## config.mk

```make
export PLATFORM = sky130hd
export DESIGN_NAME = epoch_seconds_to_calendar
export DESIGN_NICKNAME = d
export VERILOG_FILES = /design/src/rtl/e2c_pkg.sv /design/src/rtl/epoch_seconds_to_calendar.sv /design/src/rtl/e2c_datapath.sv /design/src/rtl/e2c_ctrl.sv
export SDC_FILE = /design/constraint.sdc
export NUM_CORES = 1
export LEC_CHECK = 0
export ABC_CLOCK_PERIOD_IN_PS = 6100
export BUFFER_PORTS_ARGS = -buffer_cell sky130_fd_sc_hd__buf_2
export CAP_MARGIN = 20
export CELL_PAD_IN_SITES_DETAIL_PLACEMENT = 0
export CELL_PAD_IN_SITES_GLOBAL_PLACEMENT = 2
export CORE_AREA = 5 5 210 294
export DETAILED_ROUTE_END_ITERATION = 7
export DIE_AREA = 0 0 215 299
export PLACE_DENSITY = 0.8
export SYNTH_ARGS = -nofsm -noshare
export SYNTH_HDL_FRONTEND = slang
export SYNTH_SLANG_ARGS = --single-unit
export TNS_END_PERCENT = 5
```

## constraint.sdc

```tcl
create_clock -name clock -period 6.1 [get_ports clock]
set_input_delay 0.305 -clock clock [delete_from_list [all_inputs] [get_ports clock]]
set_output_delay 0.305 -clock clock [all_outputs]
set_load 0.05 [all_outputs]
```

## src/rtl/e2c_pkg.sv

```systemverilog
// Package for the epoch seconds to calendar converter: state, command and status types,
// calendar constants, reciprocal constants and month lengths shared by controller and datapath.
// Depends on nothing.
package e2c_pkg;

   // Calendar constants.
   localparam int unsigned SecsPerDay  = 86400;
   localparam int unsigned SecsPerHour = 3600;
   localparam int unsigned SecsPerMin  = 60;
   localparam int unsigned DaysPerWeek = 7;
   localparam logic [11:0] EpochYear   = 12'd1970;
   localparam logic [2:0]  EpochWday   = 3'd4;
   // Within 1970..2106 the only century year that is not a leap year is 2100.
   localparam logic [11:0] NonLeapCentury = 12'd2100;
   localparam logic [3:0]  LastMonth      = 4'd11;

   // Reciprocals for division by a constant, each 2^k / d rounded up and exact over the
   // operand range it sees. 86400 is 128 * 675, 3600 is 16 * 225 and 60 is 4 * 15, so the
   // low bits are shifted off first.
   localparam logic [25:0] DayRecip  = 26'd50903317; // 2^35 / 675
   localparam logic [16:0] WeekRecip = 17'd74899;    // 2^19 / 7
   localparam logic [13:0] HourRecip = 14'd9321;     // 2^21 / 225
   localparam logic [10:0] MinRecip  = 11'd1093;     // 2^14 / 15

   // Controller states.
   typedef enum logic [3:0] {
      ST_IDLE,
      ST_DAY,
      ST_SOD,
      ST_HOUR,
      ST_HREM,
      ST_MIN,
      ST_SEC,
      ST_YEARS,
      ST_MONTHS,
      ST_DONE
   } state_type;

   // Datapath operations.
   typedef enum logic [3:0] {
      OP_NOP,
      OP_LOAD,
      OP_DAY,
      OP_SOD,
      OP_HOUR,
      OP_HREM,
      OP_MIN,
      OP_SEC,
      OP_YEAR,
      OP_MONTH
   } op_type;

   typedef struct packed {
      op_type op;
   } cmd_type;

   typedef struct packed {
      logic year_stop;
      logic month_stop;
   } stat_type;

   // Days in month (0 is January), February lengthened in a leap year.
   function automatic logic [4:0] month_len(input logic [3:0] mon, input logic leap);
      logic [4:0] len;
      case (mon)
         4'd1:    len = leap ? 5'd29 : 5'd28;
         4'd3,
         4'd5,
         4'd8,
         4'd10:   len = 5'd30;
         default: len = 5'd31;
      endcase
      return len;
   endfunction

endpackage

```

## src/rtl/epoch_seconds_to_calendar.sv

```systemverilog
// Top level of the epoch seconds to calendar converter: joins controller and datapath.
// A transaction runs six multiply and subtract steps, then the year loop, which steps once per
// whole year past 1970, and the month loop, which steps once per month index; the two loops
// step at most 146 times together.
// Busy stays high through the result cycle, so a new transaction is taken only after the last
// result has been given; results cannot stall. Synchronous active-high reset idles the block.
module epoch_seconds_to_calendar (
   input  logic        clock,
   input  logic        reset,
   input  logic        start,
   output logic        busy,
   input  logic [31:0] req_epoch_seconds,
   output logic        rsp_valid,
   output logic [11:0] rsp_year,
   output logic [3:0]  rsp_month,
   output logic [4:0]  rsp_day_of_month,
   output logic [4:0]  rsp_hours,
   output logic [5:0]  rsp_minutes,
   output logic [5:0]  rsp_seconds,
   output logic [2:0]  rsp_weekday
);

   e2c_pkg::cmd_type  cmd;
   e2c_pkg::stat_type stat;

   // Sequencer.
   e2c_ctrl u_ctrl (
      .clock     (clock),
      .reset     (reset),
      .start     (start),
      .stat      (stat),
      .cmd       (cmd),
      .busy      (busy),
      .rsp_valid (rsp_valid)
   );

   // Arithmetic and result registers.
   e2c_datapath u_datapath (
      .clock             (clock),
      .cmd               (cmd),
      .req_epoch_seconds (req_epoch_seconds),
      .stat              (stat),
      .year              (rsp_year),
      .month             (rsp_month),
      .day_of_month      (rsp_day_of_month),
      .hours             (rsp_hours),
      .minutes           (rsp_minutes),
      .seconds           (rsp_seconds),
      .weekday           (rsp_weekday)
   );

   // Delivered time-of-day fields stay in range.
   a_time_range: assert property (@(posedge clock) disable iff (reset)
      rsp_valid |-> (rsp_hours <= 5'd23) && (rsp_minutes <= 6'd59) && (rsp_seconds <= 6'd59))
      else $error("time of day out of range");

   // Delivered date fields stay in range.
   a_date_range: assert property (@(posedge clock) disable iff (reset)
      rsp_valid |-> (rsp_month >= 4'd1) && (rsp_month <= 4'd12) && (rsp_day_of_month != 5'd0)
                    && (rsp_weekday <= 3'd6))
      else $error("date out of range");

endmodule

```

## src/rtl/e2c_datapath.sv

```systemverilog
// Datapath of the epoch seconds to calendar converter: reciprocal multiply and subtract
// steps for the day, weekday and time of day, year and month subtraction, result registers.
// Depends on e2c_pkg.
module e2c_datapath (
   input  logic              clock,
   input  e2c_pkg::cmd_type  cmd,
   input  logic [31:0]       req_epoch_seconds,
   output e2c_pkg::stat_type stat,
   output logic [11:0]       year,
   output logic [3:0]        month,
   output logic [4:0]        day_of_month,
   output logic [4:0]        hours,
   output logic [5:0]        minutes,
   output logic [5:0]        seconds,
   output logic [2:0]        weekday
);

   logic [31:0] epoch_ff, epoch_in;
   logic [15:0] dayrem_ff, dayrem_in;
   logic [15:0] wk_ff, wk_in;
   logic [13:0] wq_ff, wq_in;
   logic [16:0] sod_ff, sod_in;
   logic [11:0] hrem_ff, hrem_in;
   logic [11:0] year_ff, year_in;
   logic [3:0]  mon_ff, mon_in;
   logic [4:0]  hours_ff, hours_in;
   logic [5:0]  minutes_ff, minutes_in;
   logic [5:0]  seconds_ff, seconds_in;
   logic [2:0]  weekday_ff, weekday_in;

   logic [50:0] day_prod;
   logic [32:0] week_prod;
   logic [25:0] hour_prod;
   logic [19:0] min_prod;
   logic        leap;
   logic [8:0]  year_len;
   logic [4:0]  mon_len;
   logic        year_stop;
   logic        month_stop;

   // Reciprocal products; each quotient is the product shifted right by the reciprocal's k.
   assign day_prod  = {26'd0, epoch_ff[31:7]} * {25'd0, e2c_pkg::DayRecip};
   assign week_prod = {17'd0, wk_ff} * {16'd0, e2c_pkg::WeekRecip};
   assign hour_prod = {13'd0, sod_ff[16:4]} * {12'd0, e2c_pkg::HourRecip};
   assign min_prod  = {10'd0, hrem_ff[11:2]} * {9'd0, e2c_pkg::MinRecip};

   // Leap year test; the 4/100/400 rule reduces to the century check over 1970..2106.
   assign leap     = (year_ff[1:0] == 2'b00) && (year_ff != e2c_pkg::NonLeapCentury);
   assign year_len = 9'd365 + {8'd0, leap};
   assign mon_len  = e2c_pkg::month_len(mon_ff, leap);

   assign year_stop  = dayrem_ff < {7'd0, year_len};
   assign month_stop = (mon_ff == e2c_pkg::LastMonth) || (dayrem_ff < {11'd0, mon_len});

   assign stat.year_stop  = year_stop;
   assign stat.month_stop = month_stop;

   // Next values for every register, chosen by the current command.
   always_comb begin
      epoch_in   = epoch_ff;
      dayrem_in  = dayrem_ff;
      wk_in      = wk_ff;
      wq_in      = wq_ff;
      sod_in     = sod_ff;
      hrem_in    = hrem_ff;
      year_in    = year_ff;
      mon_in     = mon_ff;
      hours_in   = hours_ff;
      minutes_in = minutes_ff;
      seconds_in = seconds_ff;
      weekday_in = weekday_ff;
      case (cmd.op)
         e2c_pkg::OP_LOAD: begin
            epoch_in = req_epoch_seconds;
         end
         e2c_pkg::OP_DAY: begin
            // Whole days since the epoch.
            dayrem_in = day_prod[50:35];
         end
         e2c_pkg::OP_SOD: begin
            // Second of the day; the true value fits in 17 bits, so the low bits suffice.
            sod_in  = epoch_ff[16:0] - {1'b0, dayrem_ff} * 17'(e2c_pkg::SecsPerDay);
            wk_in   = dayrem_ff + {13'd0, e2c_pkg::EpochWday};
            year_in = e2c_pkg::EpochYear;
         end
         e2c_pkg::OP_HOUR: begin
            hours_in = hour_prod[25:21];
            wq_in    = week_prod[32:19];
         end
         e2c_pkg::OP_HREM: begin
            hrem_in    = sod_ff[11:0] - {7'd0, hours_ff} * 12'(e2c_pkg::SecsPerHour);
            weekday_in = wk_ff[2:0] - wq_ff[2:0] * 3'(e2c_pkg::DaysPerWeek);
         end
         e2c_pkg::OP_MIN: begin
            minutes_in = min_prod[19:14];
         end
         e2c_pkg::OP_SEC: begin
            seconds_in = hrem_ff[5:0] - minutes_ff * 6'(e2c_pkg::SecsPerMin);
            mon_in     = '0;
         end
         e2c_pkg::OP_YEAR: begin
            if (!year_stop) begin
               dayrem_in = dayrem_ff - {7'd0, year_len};
               year_in   = year_ff + 12'd1;
            end
         end
         e2c_pkg::OP_MONTH: begin
            if (!month_stop) begin
               dayrem_in = dayrem_ff - {11'd0, mon_len};
               mon_in    = mon_ff + 4'd1;
            end
         end
         default: begin
         end
      endcase
   end

   // Payload registers need no reset.
   always_ff @(posedge clock) begin
      epoch_ff   <= epoch_in;
      dayrem_ff  <= dayrem_in;
      wk_ff      <= wk_in;
      wq_ff      <= wq_in;
      sod_ff     <= sod_in;
      hrem_ff    <= hrem_in;
      year_ff    <= year_in;
      mon_ff     <= mon_in;
      hours_ff   <= hours_in;
      minutes_ff <= minutes_in;
      seconds_ff <= seconds_in;
      weekday_ff <= weekday_in;
   end

   assign year         = year_ff;
   assign month        = mon_ff + 4'd1;
   assign day_of_month = dayrem_ff[4:0] + 5'd1;
   assign hours        = hours_ff;
   assign minutes      = minutes_ff;
   assign seconds      = seconds_ff;
   assign weekday      = weekday_ff;

endmodule

```

## src/rtl/e2c_ctrl.sv

```systemverilog
// Controller of the epoch seconds to calendar converter: sequences the multiply and
// subtract steps, the year and month loops and the result strobe. Depends on e2c_pkg.
module e2c_ctrl (
   input  logic              clock,
   input  logic              reset,
   input  logic              start,
   input  e2c_pkg::stat_type stat,
   output e2c_pkg::cmd_type  cmd,
   output logic              busy,
   output logic              rsp_valid
);

   e2c_pkg::state_type state_ff, state_in;

   // State register.
   always_ff @(posedge clock) begin
      if (reset) begin
         state_ff <= e2c_pkg::ST_IDLE;
      end else begin
         state_ff <= state_in;
      end
   end

   // Next state and commands to the datapath.
   always_comb begin
      state_in  = state_ff;
      cmd.op    = e2c_pkg::OP_NOP;
      busy      = 1'b1;
      rsp_valid = 1'b0;
      case (state_ff)
         e2c_pkg::ST_IDLE: begin
            busy = 1'b0;
            if (start) begin
               cmd.op   = e2c_pkg::OP_LOAD;
               state_in = e2c_pkg::ST_DAY;
            end
         end
         e2c_pkg::ST_DAY: begin
            cmd.op   = e2c_pkg::OP_DAY;
            state_in = e2c_pkg::ST_SOD;
         end
         e2c_pkg::ST_SOD: begin
            cmd.op   = e2c_pkg::OP_SOD;
            state_in = e2c_pkg::ST_HOUR;
         end
         e2c_pkg::ST_HOUR: begin
            cmd.op   = e2c_pkg::OP_HOUR;
            state_in = e2c_pkg::ST_HREM;
         end
         e2c_pkg::ST_HREM: begin
            cmd.op   = e2c_pkg::OP_HREM;
            state_in = e2c_pkg::ST_MIN;
         end
         e2c_pkg::ST_MIN: begin
            cmd.op   = e2c_pkg::OP_MIN;
            state_in = e2c_pkg::ST_SEC;
         end
         e2c_pkg::ST_SEC: begin
            cmd.op   = e2c_pkg::OP_SEC;
            state_in = e2c_pkg::ST_YEARS;
         end
         e2c_pkg::ST_YEARS: begin
            // The datapath holds its value once the remaining days fit in the year.
            cmd.op = e2c_pkg::OP_YEAR;
            if (stat.year_stop) begin
               state_in = e2c_pkg::ST_MONTHS;
            end
         end
         e2c_pkg::ST_MONTHS: begin
            cmd.op = e2c_pkg::OP_MONTH;
            if (stat.month_stop) begin
               state_in = e2c_pkg::ST_DONE;
            end
         end
         e2c_pkg::ST_DONE: begin
            rsp_valid = 1'b1;
            state_in  = e2c_pkg::ST_IDLE;
         end
         default: begin
            state_in = e2c_pkg::ST_IDLE;
         end
      endcase
   end

   // The result strobe lasts a single cycle.
   a_strobe_single: assert property (@(posedge clock) disable iff (reset)
      rsp_valid |=> !rsp_valid)
      else $error("result strobe held for more than one cycle");

   // An accepted transaction makes the block busy.
   a_start_busy: assert property (@(posedge clock) disable iff (reset)
      (start && !busy) |=> busy)
      else $error("transaction accepted but block not busy");

   // The month loop is entered only after the year loop has stopped.
   a_year_before_month: assert property (@(posedge clock) disable iff (reset)
      (state_ff == e2c_pkg::ST_MONTHS)
         |-> $past(stat.year_stop) || $past(state_ff == e2c_pkg::ST_MONTHS))
      else $error("month loop entered before the year loop finished");

endmodule

```

* Yosys cells after proc, flatten, opt, wreduce, memory -nomap -nowiden *
Cells that the tools add are included.

storage, ports and cells
  register bits after elaboration = 136
  input bits = 35
  output and inout bits = 43
  logic and storage cells = 93

cells by class
  $add $sub $neg = 11
  multiply operators = 8
  $lt $le $gt $ge = 2
  eq/ne operators = 30
  multiplexer cells = 17
  reduce and logical (&&, ||, !) cells = 12

operators with widths
  kind                    count
  $pmux 4 s9              2
  $mul 25x26->51 const B  1
  $pmux 16 s3             1
  $eq 4x3->1 const B      9
  $mux 16                 2
  $eq 4x4->1 const B      7
  $mul 13x14->26 const B  1
  $pmux 12 s2             1
  $mul 16x17->22 const B  1
  $eq 4x2->1 const B      5
  $mul 10x11->20 const B  1
  $sub 17x17->17          1
  $add 16x3->16 const B   1
  $lt 16x5->1             1
  $lt 16x9->1             1
  $mul 16x10->10 const B  1
  $mux 4                  4
  $sub 16x5->16           1
  $sub 16x9->16           1
  $add 12x1->12 const B   1
  $eq 4x1->1 const B      3
  $mux 12                 1
  $ne 12x12->1 const B    1
  $sub 12x12->12          1
  22 further kinds        31

* Logic depth before layout (Yosys ltp) *
Gate-level depths: netlist (run 1).

  depth in word-level cells = 8
  depth in mapped cells = 24
  gate-level depth less buffers = 24

* Modules after synthesis *
From an unflattened synthesis (run 1), not the netlist that was laid out.

unflattened totals
  cells, all modules = 2115
  area, all modules = 22227.6 um^2

modules (own cells, without submodules)
  module        instances  cells an instance  area an instance (um^2)  sequential area each (um^2)
  e2c_datapath  1          2077               21907.3                  3963.8
  e2c_ctrl      1          38                 320.3                    80.1

* Worst setup path after synthesis (run 1) *
OpenSTA, ideal clock, no wires.

  path type = flip-flop to flip-flop
  start = reg u_datapath.epoch_ff[30]
  end = reg u_datapath.dayrem_ff[7], data pin
  setup time = 135 ps
  data arrival time = 5990 ps
  required time = 5965 ps
  slack = -25 ps
  stages on the path, launching flop included = 23
  buffers on the path = 1
  clock period less this slack = 6125 ps
  cell sequence = edfxtp_1 > fa_1 > inv_1 > fa_1 > inv_1 > fa_1 > inv_1 > fa_1 > inv_1 > fa_1 > inv_1 > fa_1 > inv_1 > ha_1 > ha_1 > clkbuf_1 > a21oi_1 > o21ai_0 > a21o_1 > o31ai_4 > o21ai_2 > or4b_1 > nand3_1

between the ends
  cells in the longest elaborated chain, start to end = 2

ends and longest elaborated chain
  what                               line                 text
  start, declared                    e2c_datapath.sv:18   logic [31:0] epoch_ff, epoch_in;
  start signal, assigned             e2c_datapath.sv:120  epoch_ff <= epoch_in;
  $mul 25x26->51                     e2c_datapath.sv:42   assign day_prod = {26'd0, epoch_ff[31:7]} * {25'd0, e2c_pkg::DayRecip};
  $pmux 16 s3                        e2c_datapath.sv:72   case (cmd.op)
  named net u_datapath.dayrem_in[7]  e2c_datapath.sv:19   logic [15:0] dayrem_ff, dayrem_in;
  end signal, assigned               e2c_datapath.sv:121  dayrem_ff <= dayrem_in;
  end, declared                      e2c_datapath.sv:19

The timed path passes the listed nets, and every way through them passes these cells.
A chain may end at the register's enable or synchronous reset.

* Worst setup path in the final report (run 1) *
  start = reg u_datapath.epoch_ff[24]
  end = reg u_datapath.dayrem_ff[4], data pin

Same word-level chain as after synthesis.

==> impl_metrics.toml, run 1 <==
[status]
outcome = "finished, violations left"
violations_in_the_final_reports = "negative setup slack"

[yosys]
synth.cell_area_sq_um = 22700
synth.avg_cell_area_sq_um = 10.2
synth_cells = 2224
asyncSetResetFlopFracSynth_pct = 0
ys_types = 68
synth-seq-cells = 136
yosysWarningCount = 0
fraction_of_synthesized_cell_area_taken_by_the_top_area_cell_type_pct = 30.3
net_count_after_synthesis = 3078
synth.area.top_cells = "ha_1 (30%), fa_1 (24%), edfxtp_1 (17%)"
most_instantiated_flip_flop_cell_in_the_synthesis_netlist = "edfxtp_1"
number_of_enable_type_register_cells_in_the_synthesized_netlist = 132
synth.yosys.seq_area_share_pct = 17.8
synth_area_leader_cell = "ha_1"

[route]
vias_per_cell = 4.88
via_count = 15764
final_antenna_net_count = 0
remaining_drc_errors = 0
route.detailed.wl_per_inst_um = 17.7
dr.pass1.iters = 5
drt-initial-drc-count = 510
detail_route.wirelength_um = 57300

[layout]
post_route_cells_drive_above_1_share_pct = 13.1
antenna-diode-count = 0
regArea_sq_um = 4040
area_of_combinational_cells_with_multiple_inputs_sq_um = 16700
layout.nets = 3315
layout_commonest_cell = "inv_1"
n_fill_cell = 5600
finalNonFillerCells = 3230
layout-area-overhead-vs-synth_pct = 16.0
final_cell_mix = "inv_1 (581), ha_1 (525), fa_1 (269)"

[global_routing]
grt_antenna_before_repair = 0
grt_start_max_net_pins = 34
overflow = 0
first_global_vias = 17100
globalRouteTotalUtil_pct = 18.3
first_pass_grt_wire_length_um = 91600

[placed_design]
numPlacedInstances = 3149
place_worst_setup_slack_ns = -0.197
dp.final_hpwl_um = 49300
gp_congestion = 0.910
io_buffers = 77

[hold_path]
hold_path_end = "u_datapath.epoch_ff[18]$_DFFE_PN_"
min_path_type = "in2reg"
holdCritStartpoint = "req_epoch_seconds[18]"
whs_path_depth = 1

[clock_tree]
clkLatencyLatePin_ns = 0.49
htreeDepth = 4
cts_tree = "done"
clkTransAtPathRegs_ns = 0.07
tritoncts_num_sinks = 136
maximum_number_of_buffers_from_clock_root_to_sink = 2
ctsRootBufferMaster = "clkbuf_16"
cts_buffers = 17

[worst_setup_path]
timing.setup.critical_path_class = "reg2reg"
worst-endpoint-required_ns = 6.30
worst-path-buf-inv = 4
arrival_ns = 6.33
crit_slowest_cell = "fa_1"
worst_r2r_startpoint = "u_datapath.epoch_ff[24]$_DFFE_PN_"
timing.critical_path.from_type = "flop"
max_stage_delay_ns = 0.58
worst_r2r_endpoint = "u_datapath.dayrem_ff[4]$_DFFE_PP_"
critPathCaptureType = "flop"
regToRegSetupSlack_ns = -0.03
crit_fanout = 4
crit_path_frequent_cell = "fa_1"
critical_path.cell_chain = "buf_6 > fa_1 > ha_4 > fa_1 > fa_1 > fa_1 > fa_1 > inv_2 > fa_1 > inv_2 > ha_4 > nand4_1 > nor4_2 > nand4_1 > o21ai_2 > o31ai_4 > buf_4 > o21bai_1 > xnor2_1 > o21ai_1"
worst-r2r-cell-count = 20
critical-path-top-delay-family = "adder cells"

[timing]
max_slew_margin_pct = 45.3
setup_violations = 2
endpoints_failing_hold = 0
fin_ws_ns = -0.0277
timing.clock.skew_ns = 0.0168
finalWorstPathRequiredPeriod_ns = 6.13
fin_max_slew_vios = 0
achievable-frequency_mhz = 163
rsz0062_at_grt = "yes"
final.hold.worst_slack_ns = 0.0338
worst_pin_slew_ns = 0.810
post-route-period-util_pct = 100

[floorplanning]
die_height_um = 299
die_x_um = 215
fp.dieArea_sq_um = 64300
boundaryPins = 78
start_util_pct = 38.4
floorplan.core_area_sq_um = 59000
rows = 106

[run]
cap_viol_max_count = 0
-- cell families (layout without fill, tap and decap cells) --
family | count (synthesis) | count (layout) | synth area share, %
muxes | 1 | 1 | 0.0442
AOI/OAI and AO/OA | 275 | 275 | 7.88
DFF | 136 | 136 | 17.8
buffers and inverters | 616 | 866 | 10.3
xor gates and xnor gates | 99 | 99 | 3.83
and+or+nand+nor | 278 | 278 | 5.97
adders and majority gates | 819 | 819 | 54.2
-- synthesized netlist by cell type (5+ instances only) --
library cell    n
a211oi_1       12
a21o_1         20
a21oi_1        88
a22oi_1         6
and2_1          7
and3_1         11
buf_2           8
clkbuf_1       17
edfxtp_1      132
fa_1          270
ha_1          549
inv_1         589
nand2_1        72
nand2b_1       11
nand3_1        22
nand4_1        21
nor2_1         78
nor2b_1         8
nor3_1         17
o211ai_1       13
o21a_1          8
o21ai_0        53
o21bai_1       15
o221ai_1       12
o22ai_1         5
o31ai_1         5
or2_2           6
or3_1           9
xnor2_1        78
xor2_1         21
-- routing by layer --
layer,vias up,GRT usage (%),wire [um]
met1,7746,20.6,22600
met2,211,35.3,31500
met4,0,5.92,1810
li1,7740,-,-
met5,-,0,0
met3,67,2.44,1330
-- cell type report --
| cell class | instances | area share [%] |
|---|---|---|
| flip-flops and latches | 136 | 15.4 |
| inverters | 589 | 8.41 |
| multi-input cells | 1472 | 63.7 |
| clock inverters | 11 | 0.481 |
| well taps | 756 | 3.60 |
| repair buffers | 245 | 6.71 |
| clock buffers | 21 | 1.68 |
-- timing repair --
action,4_1_cts,5_1_grt
setup endpoints to repair,15,16
hold buffers,31,0
gates resized for setup,39,41
buffers inserted,11,7
pin swaps,39,37
hold endpoints to repair,32,0
-- worst max path at each step --
stage / startpoint / to / slack (ns) / cells past startpoint
finish: u_datapath.epoch_ff[24]$_DFFE_PN_ / u_datapath.dayrem_ff[4]$_DFFE_PP_ / -0.03 / 20
global route: u_datapath.epoch_ff[24]$_DFFE_PN_ / u_datapath.dayrem_ff[4]$_DFFE_PP_ / -0.31 / 20
CTS: u_datapath.epoch_ff[29]$_DFFE_PN_ / u_datapath.dayrem_ff[14]$_DFFE_PP_ / -0.02 / 22
detailed placement: u_datapath.epoch_ff[23]$_DFFE_PN_ / u_datapath.dayrem_ff[9]$_DFFE_PP_ / -0.20 / 19
global placement: u_datapath.epoch_ff[23]$_DFFE_PN_ / u_datapath.dayrem_ff[9]$_DFFE_PP_ / -0.19 / 19
floorplan: u_datapath.epoch_ff[30]$_DFFE_PN_ / u_datapath.dayrem_ff[7]$_DFFE_PP_ / 0.01 / 23
-- per-stage QoR --
step | cell area, sq um | utilization, % | TNS (ns)
after CTS | 26000 | 44.1 | -0.0517
after floorplan | 22700 | - | 0
final | 26300 | 44.5 | -0.0513
after global placement | 24800 | 42.0 | -1.24
after global routing | 26300 | 44.5 | -3.66
after detailed placement | 24800 | 42.0 | -1.91
-- sequential cells by signal, summed over array words and instances (netlist names) --
register and count:
u_datapath.wq_ff 3, u_datapath.dayrem_ff 16, u_datapath.sod_ff 17, u_datapath.year 12
u_datapath.minutes 6, u_datapath.hrem_ff 12, u_datapath.hours 5, u_ctrl.state_ff 4
u_datapath.wk_ff 16, u_datapath.epoch_ff 32, u_datapath.weekday 3, u_datapath.seconds 6
u_datapath.mon_ff 4
Power of run 1 is not shown: default switching activity piles up to over one toggle a cycle in this logic, so the estimate is an artifact.
==> inputs of run 2 (changes only) <==
==> constraint.sdc (replaced) <==
create_clock -name clock -period 6.1 [get_ports clock]
set_input_delay 1.22 -clock clock [delete_from_list [all_inputs] [get_ports clock]]
set_output_delay 1.22 -clock clock [all_outputs]
set_load 0.05 [all_outputs]
==> run 2 against run 1 <==
- the run still ends with negative setup slack left
- register-to-register slack is essentially flat
- non-clock buffer count is 31 lower
- via count decreased by 0.78%
- critical path type unchanged
==> impl_metrics.toml, run 2 (synthesis results as in run 1) <==
[route]
vias_per_cell = 4.89
via_count = 15641
dr.pass1.iters = 4
remaining_drc_errors = 0
final_antenna_net_count = 0
route.detailed.wl_per_inst_um = 17.8
detail_route.wirelength_um = 57100
drt-initial-drc-count = 530

[worst_setup_path]
arrival_ns = 6.33
worst_r2r_startpoint = "u_datapath.epoch_ff[24]$_DFFE_PN_"
critPathCaptureType = "flop"
worst_r2r_endpoint = "u_datapath.dayrem_ff[4]$_DFFE_PP_"
crit_fanout = 4
regToRegSetupSlack_ns = -0.03
endpoint = "u_datapath.dayrem_ff[4]$_DFFE_PP_"
timing.critical_path.from_type = "flop"
source_of_the_critical_timing_path = "u_datapath.epoch_ff[24]$_DFFE_PN_"
worst-endpoint-required_ns = 6.30
worst-r2r-cell-count = 20
timing.setup.critical_path_class = "reg2reg"

[timing]
setup_violations = 3
rsz0062_at_grt = "yes"
max_slew_margin_pct = 45.3
fin_ws_ns = -0.0293
endpoints_failing_hold = 0
worst_pin_slew_ns = 0.810
fin_max_slew_vios = 0
finalWorstPathRequiredPeriod_ns = 6.13
post-route-period-util_pct = 100
timing.clock.skew_ns = 0.0173
achievable-frequency_mhz = 163

[floorplanning]
start_util_pct = 38.4
boundaryPins = 78
die_height_um = 299
die_x_um = 215
fp.dieArea_sq_um = 64300
rows = 106
floorplan.core_area_sq_um = 59000

[layout]
area_of_combinational_cells_with_multiple_inputs_sq_um = 16700
post_route_cells_drive_above_1_share_pct = 13.3
largest_register_ff_count = 32
layout-area-overhead-vs-synth_pct = 14.6
layout_commonest_cell = "inv_1"
n_fill_cell = 5623
register_with_the_most_flip_flops = "u_datapath.epoch_ff"
layout.nets = 3284
antenna-diode-count = 0
regArea_sq_um = 4040
biggestRegsByFlops = "u_datapath.epoch_ff x32, u_datapath.sod_ff x17"
finalNonFillerCells = 3199
final_cell_mix = "inv_1 (581), ha_1 (525), fa_1 (269)"

[clock_tree]
ctsRootBufferMaster = "clkbuf_16"
cts_tree = "done"
tritoncts_num_sinks = 136
clkLatencyLatePin_ns = 0.49
cts_hold_repair_buffers = 0
maximum_number_of_buffers_from_clock_root_to_sink = 2
htreeDepth = 4
cts_buffers = 17
clkTransAtPathRegs_ns = 0.07

[placed_design]
numPlacedInstances = 3149
io_buffers = 77
dp.final_hpwl_um = 49300
gp_congestion = 0.910
place_worst_setup_slack_ns = -0.197

[global_routing]
overflow = 0
grt_start_max_net_pins = 34
first_global_vias = 16994
grt_antenna_before_repair = 0
first_pass_grt_wire_length_um = 91300
globalRouteTotalUtil_pct = 18.2

[hold_path]
min_path_type = "reg2reg"

[status]
violations_in_the_final_reports = "negative setup slack"
outcome = "finished, violations left"

[run]
cap_viol_max_count = 0
-- run 2: cell count changes in the layout (fill, tap and decap cells not counted) --
cell,before,now
dlygate4sd3_1,31,0
-- run 2: worst max-delay path: stages (launching register included) --
cell	delay [ns]
edfxtp_1	0.45
buf_6	0.15
fa_1	0.58
ha_4	0.22
fa_1	0.52
fa_1	0.53
fa_1	0.51
fa_1	0.50
inv_2	0.04
fa_1	0.54
inv_2	0.05
ha_4	0.27
nand4_1	0.17
nor4_2	0.30
nand4_1	0.14
o21ai_2	0.22
o31ai_4	0.12
buf_4	0.16
o21bai_1	0.16
xnor2_1	0.13
o21ai_1	0.07
-- run 2: layer usage --
layer	wire length (um)	up-vias	track usage, %
li1	-	7676	-
met1	22600	7698	20.5
met2	31400	206	35.3
met3	1340	61	2.46
met4	1770	0	5.93
met5	0	-	0
-- run 2: worst min-delay path by stage --
stage / to / slack, ns / depth (start not counted) / start
finish: u_datapath.sod_ff[4]$_DFFE_PP_ / 0.42 / 0 / u_datapath.epoch_ff[4]$_DFFE_PN_
global route: u_datapath.sod_ff[4]$_DFFE_PP_ / 0.43 / 0 / u_datapath.epoch_ff[4]$_DFFE_PN_
CTS: u_datapath.sod_ff[6]$_DFFE_PP_ / 0.42 / 0 / u_datapath.epoch_ff[6]$_DFFE_PN_
detailed placement: u_datapath.sod_ff[6]$_DFFE_PP_ / 0.41 / 0 / u_datapath.epoch_ff[6]$_DFFE_PN_
global placement: u_datapath.sod_ff[6]$_DFFE_PP_ / 0.40 / 0 / u_datapath.epoch_ff[6]$_DFFE_PN_
floorplan: u_datapath.hrem_ff[0]$_DFFE_PN_ / 0.40 / 0 / u_datapath.sod_ff[0]$_DFFE_PP_
-- run 2: cell type report --
type | instances | area share (%)
timing repair buffer | 214 | 5.59
inverter | 589 | 8.51
clock inverter | 11 | 0.487
clock buffer | 21 | 1.70
multi-input combinational | 1472 | 64.5
tap | 756 | 3.64
sequential | 136 | 15.6
-- run 2: through the flow --
| stage | util [%] | hold slack, ns | setup TNS (ns) | area [sq um] |
|---|---|---|---|---|
| finish | 44.0 | 0.417 | -0.0489 | 26000 |
| global route | 44.0 | 0.430 | -3.66 | 26000 |
| CTS | 43.5 | 0.419 | -0.0517 | 25700 |
| detailed placement | 42.0 | 0.405 | -1.91 | 24800 |
| global placement | 42.0 | 0.401 | -1.24 | 24800 |
| floorplan | - | 0.400 | 0 | 22700 |
-- run 2: what timing repair did --
item	4_1_cts	5_1_grt
endpoints found under the setup margin	15	16
resized for setup	39	41
pin swaps	39	37
setup buffers	11	7
gates cloned	0	0
Power of run 2 is left out for the same reason.
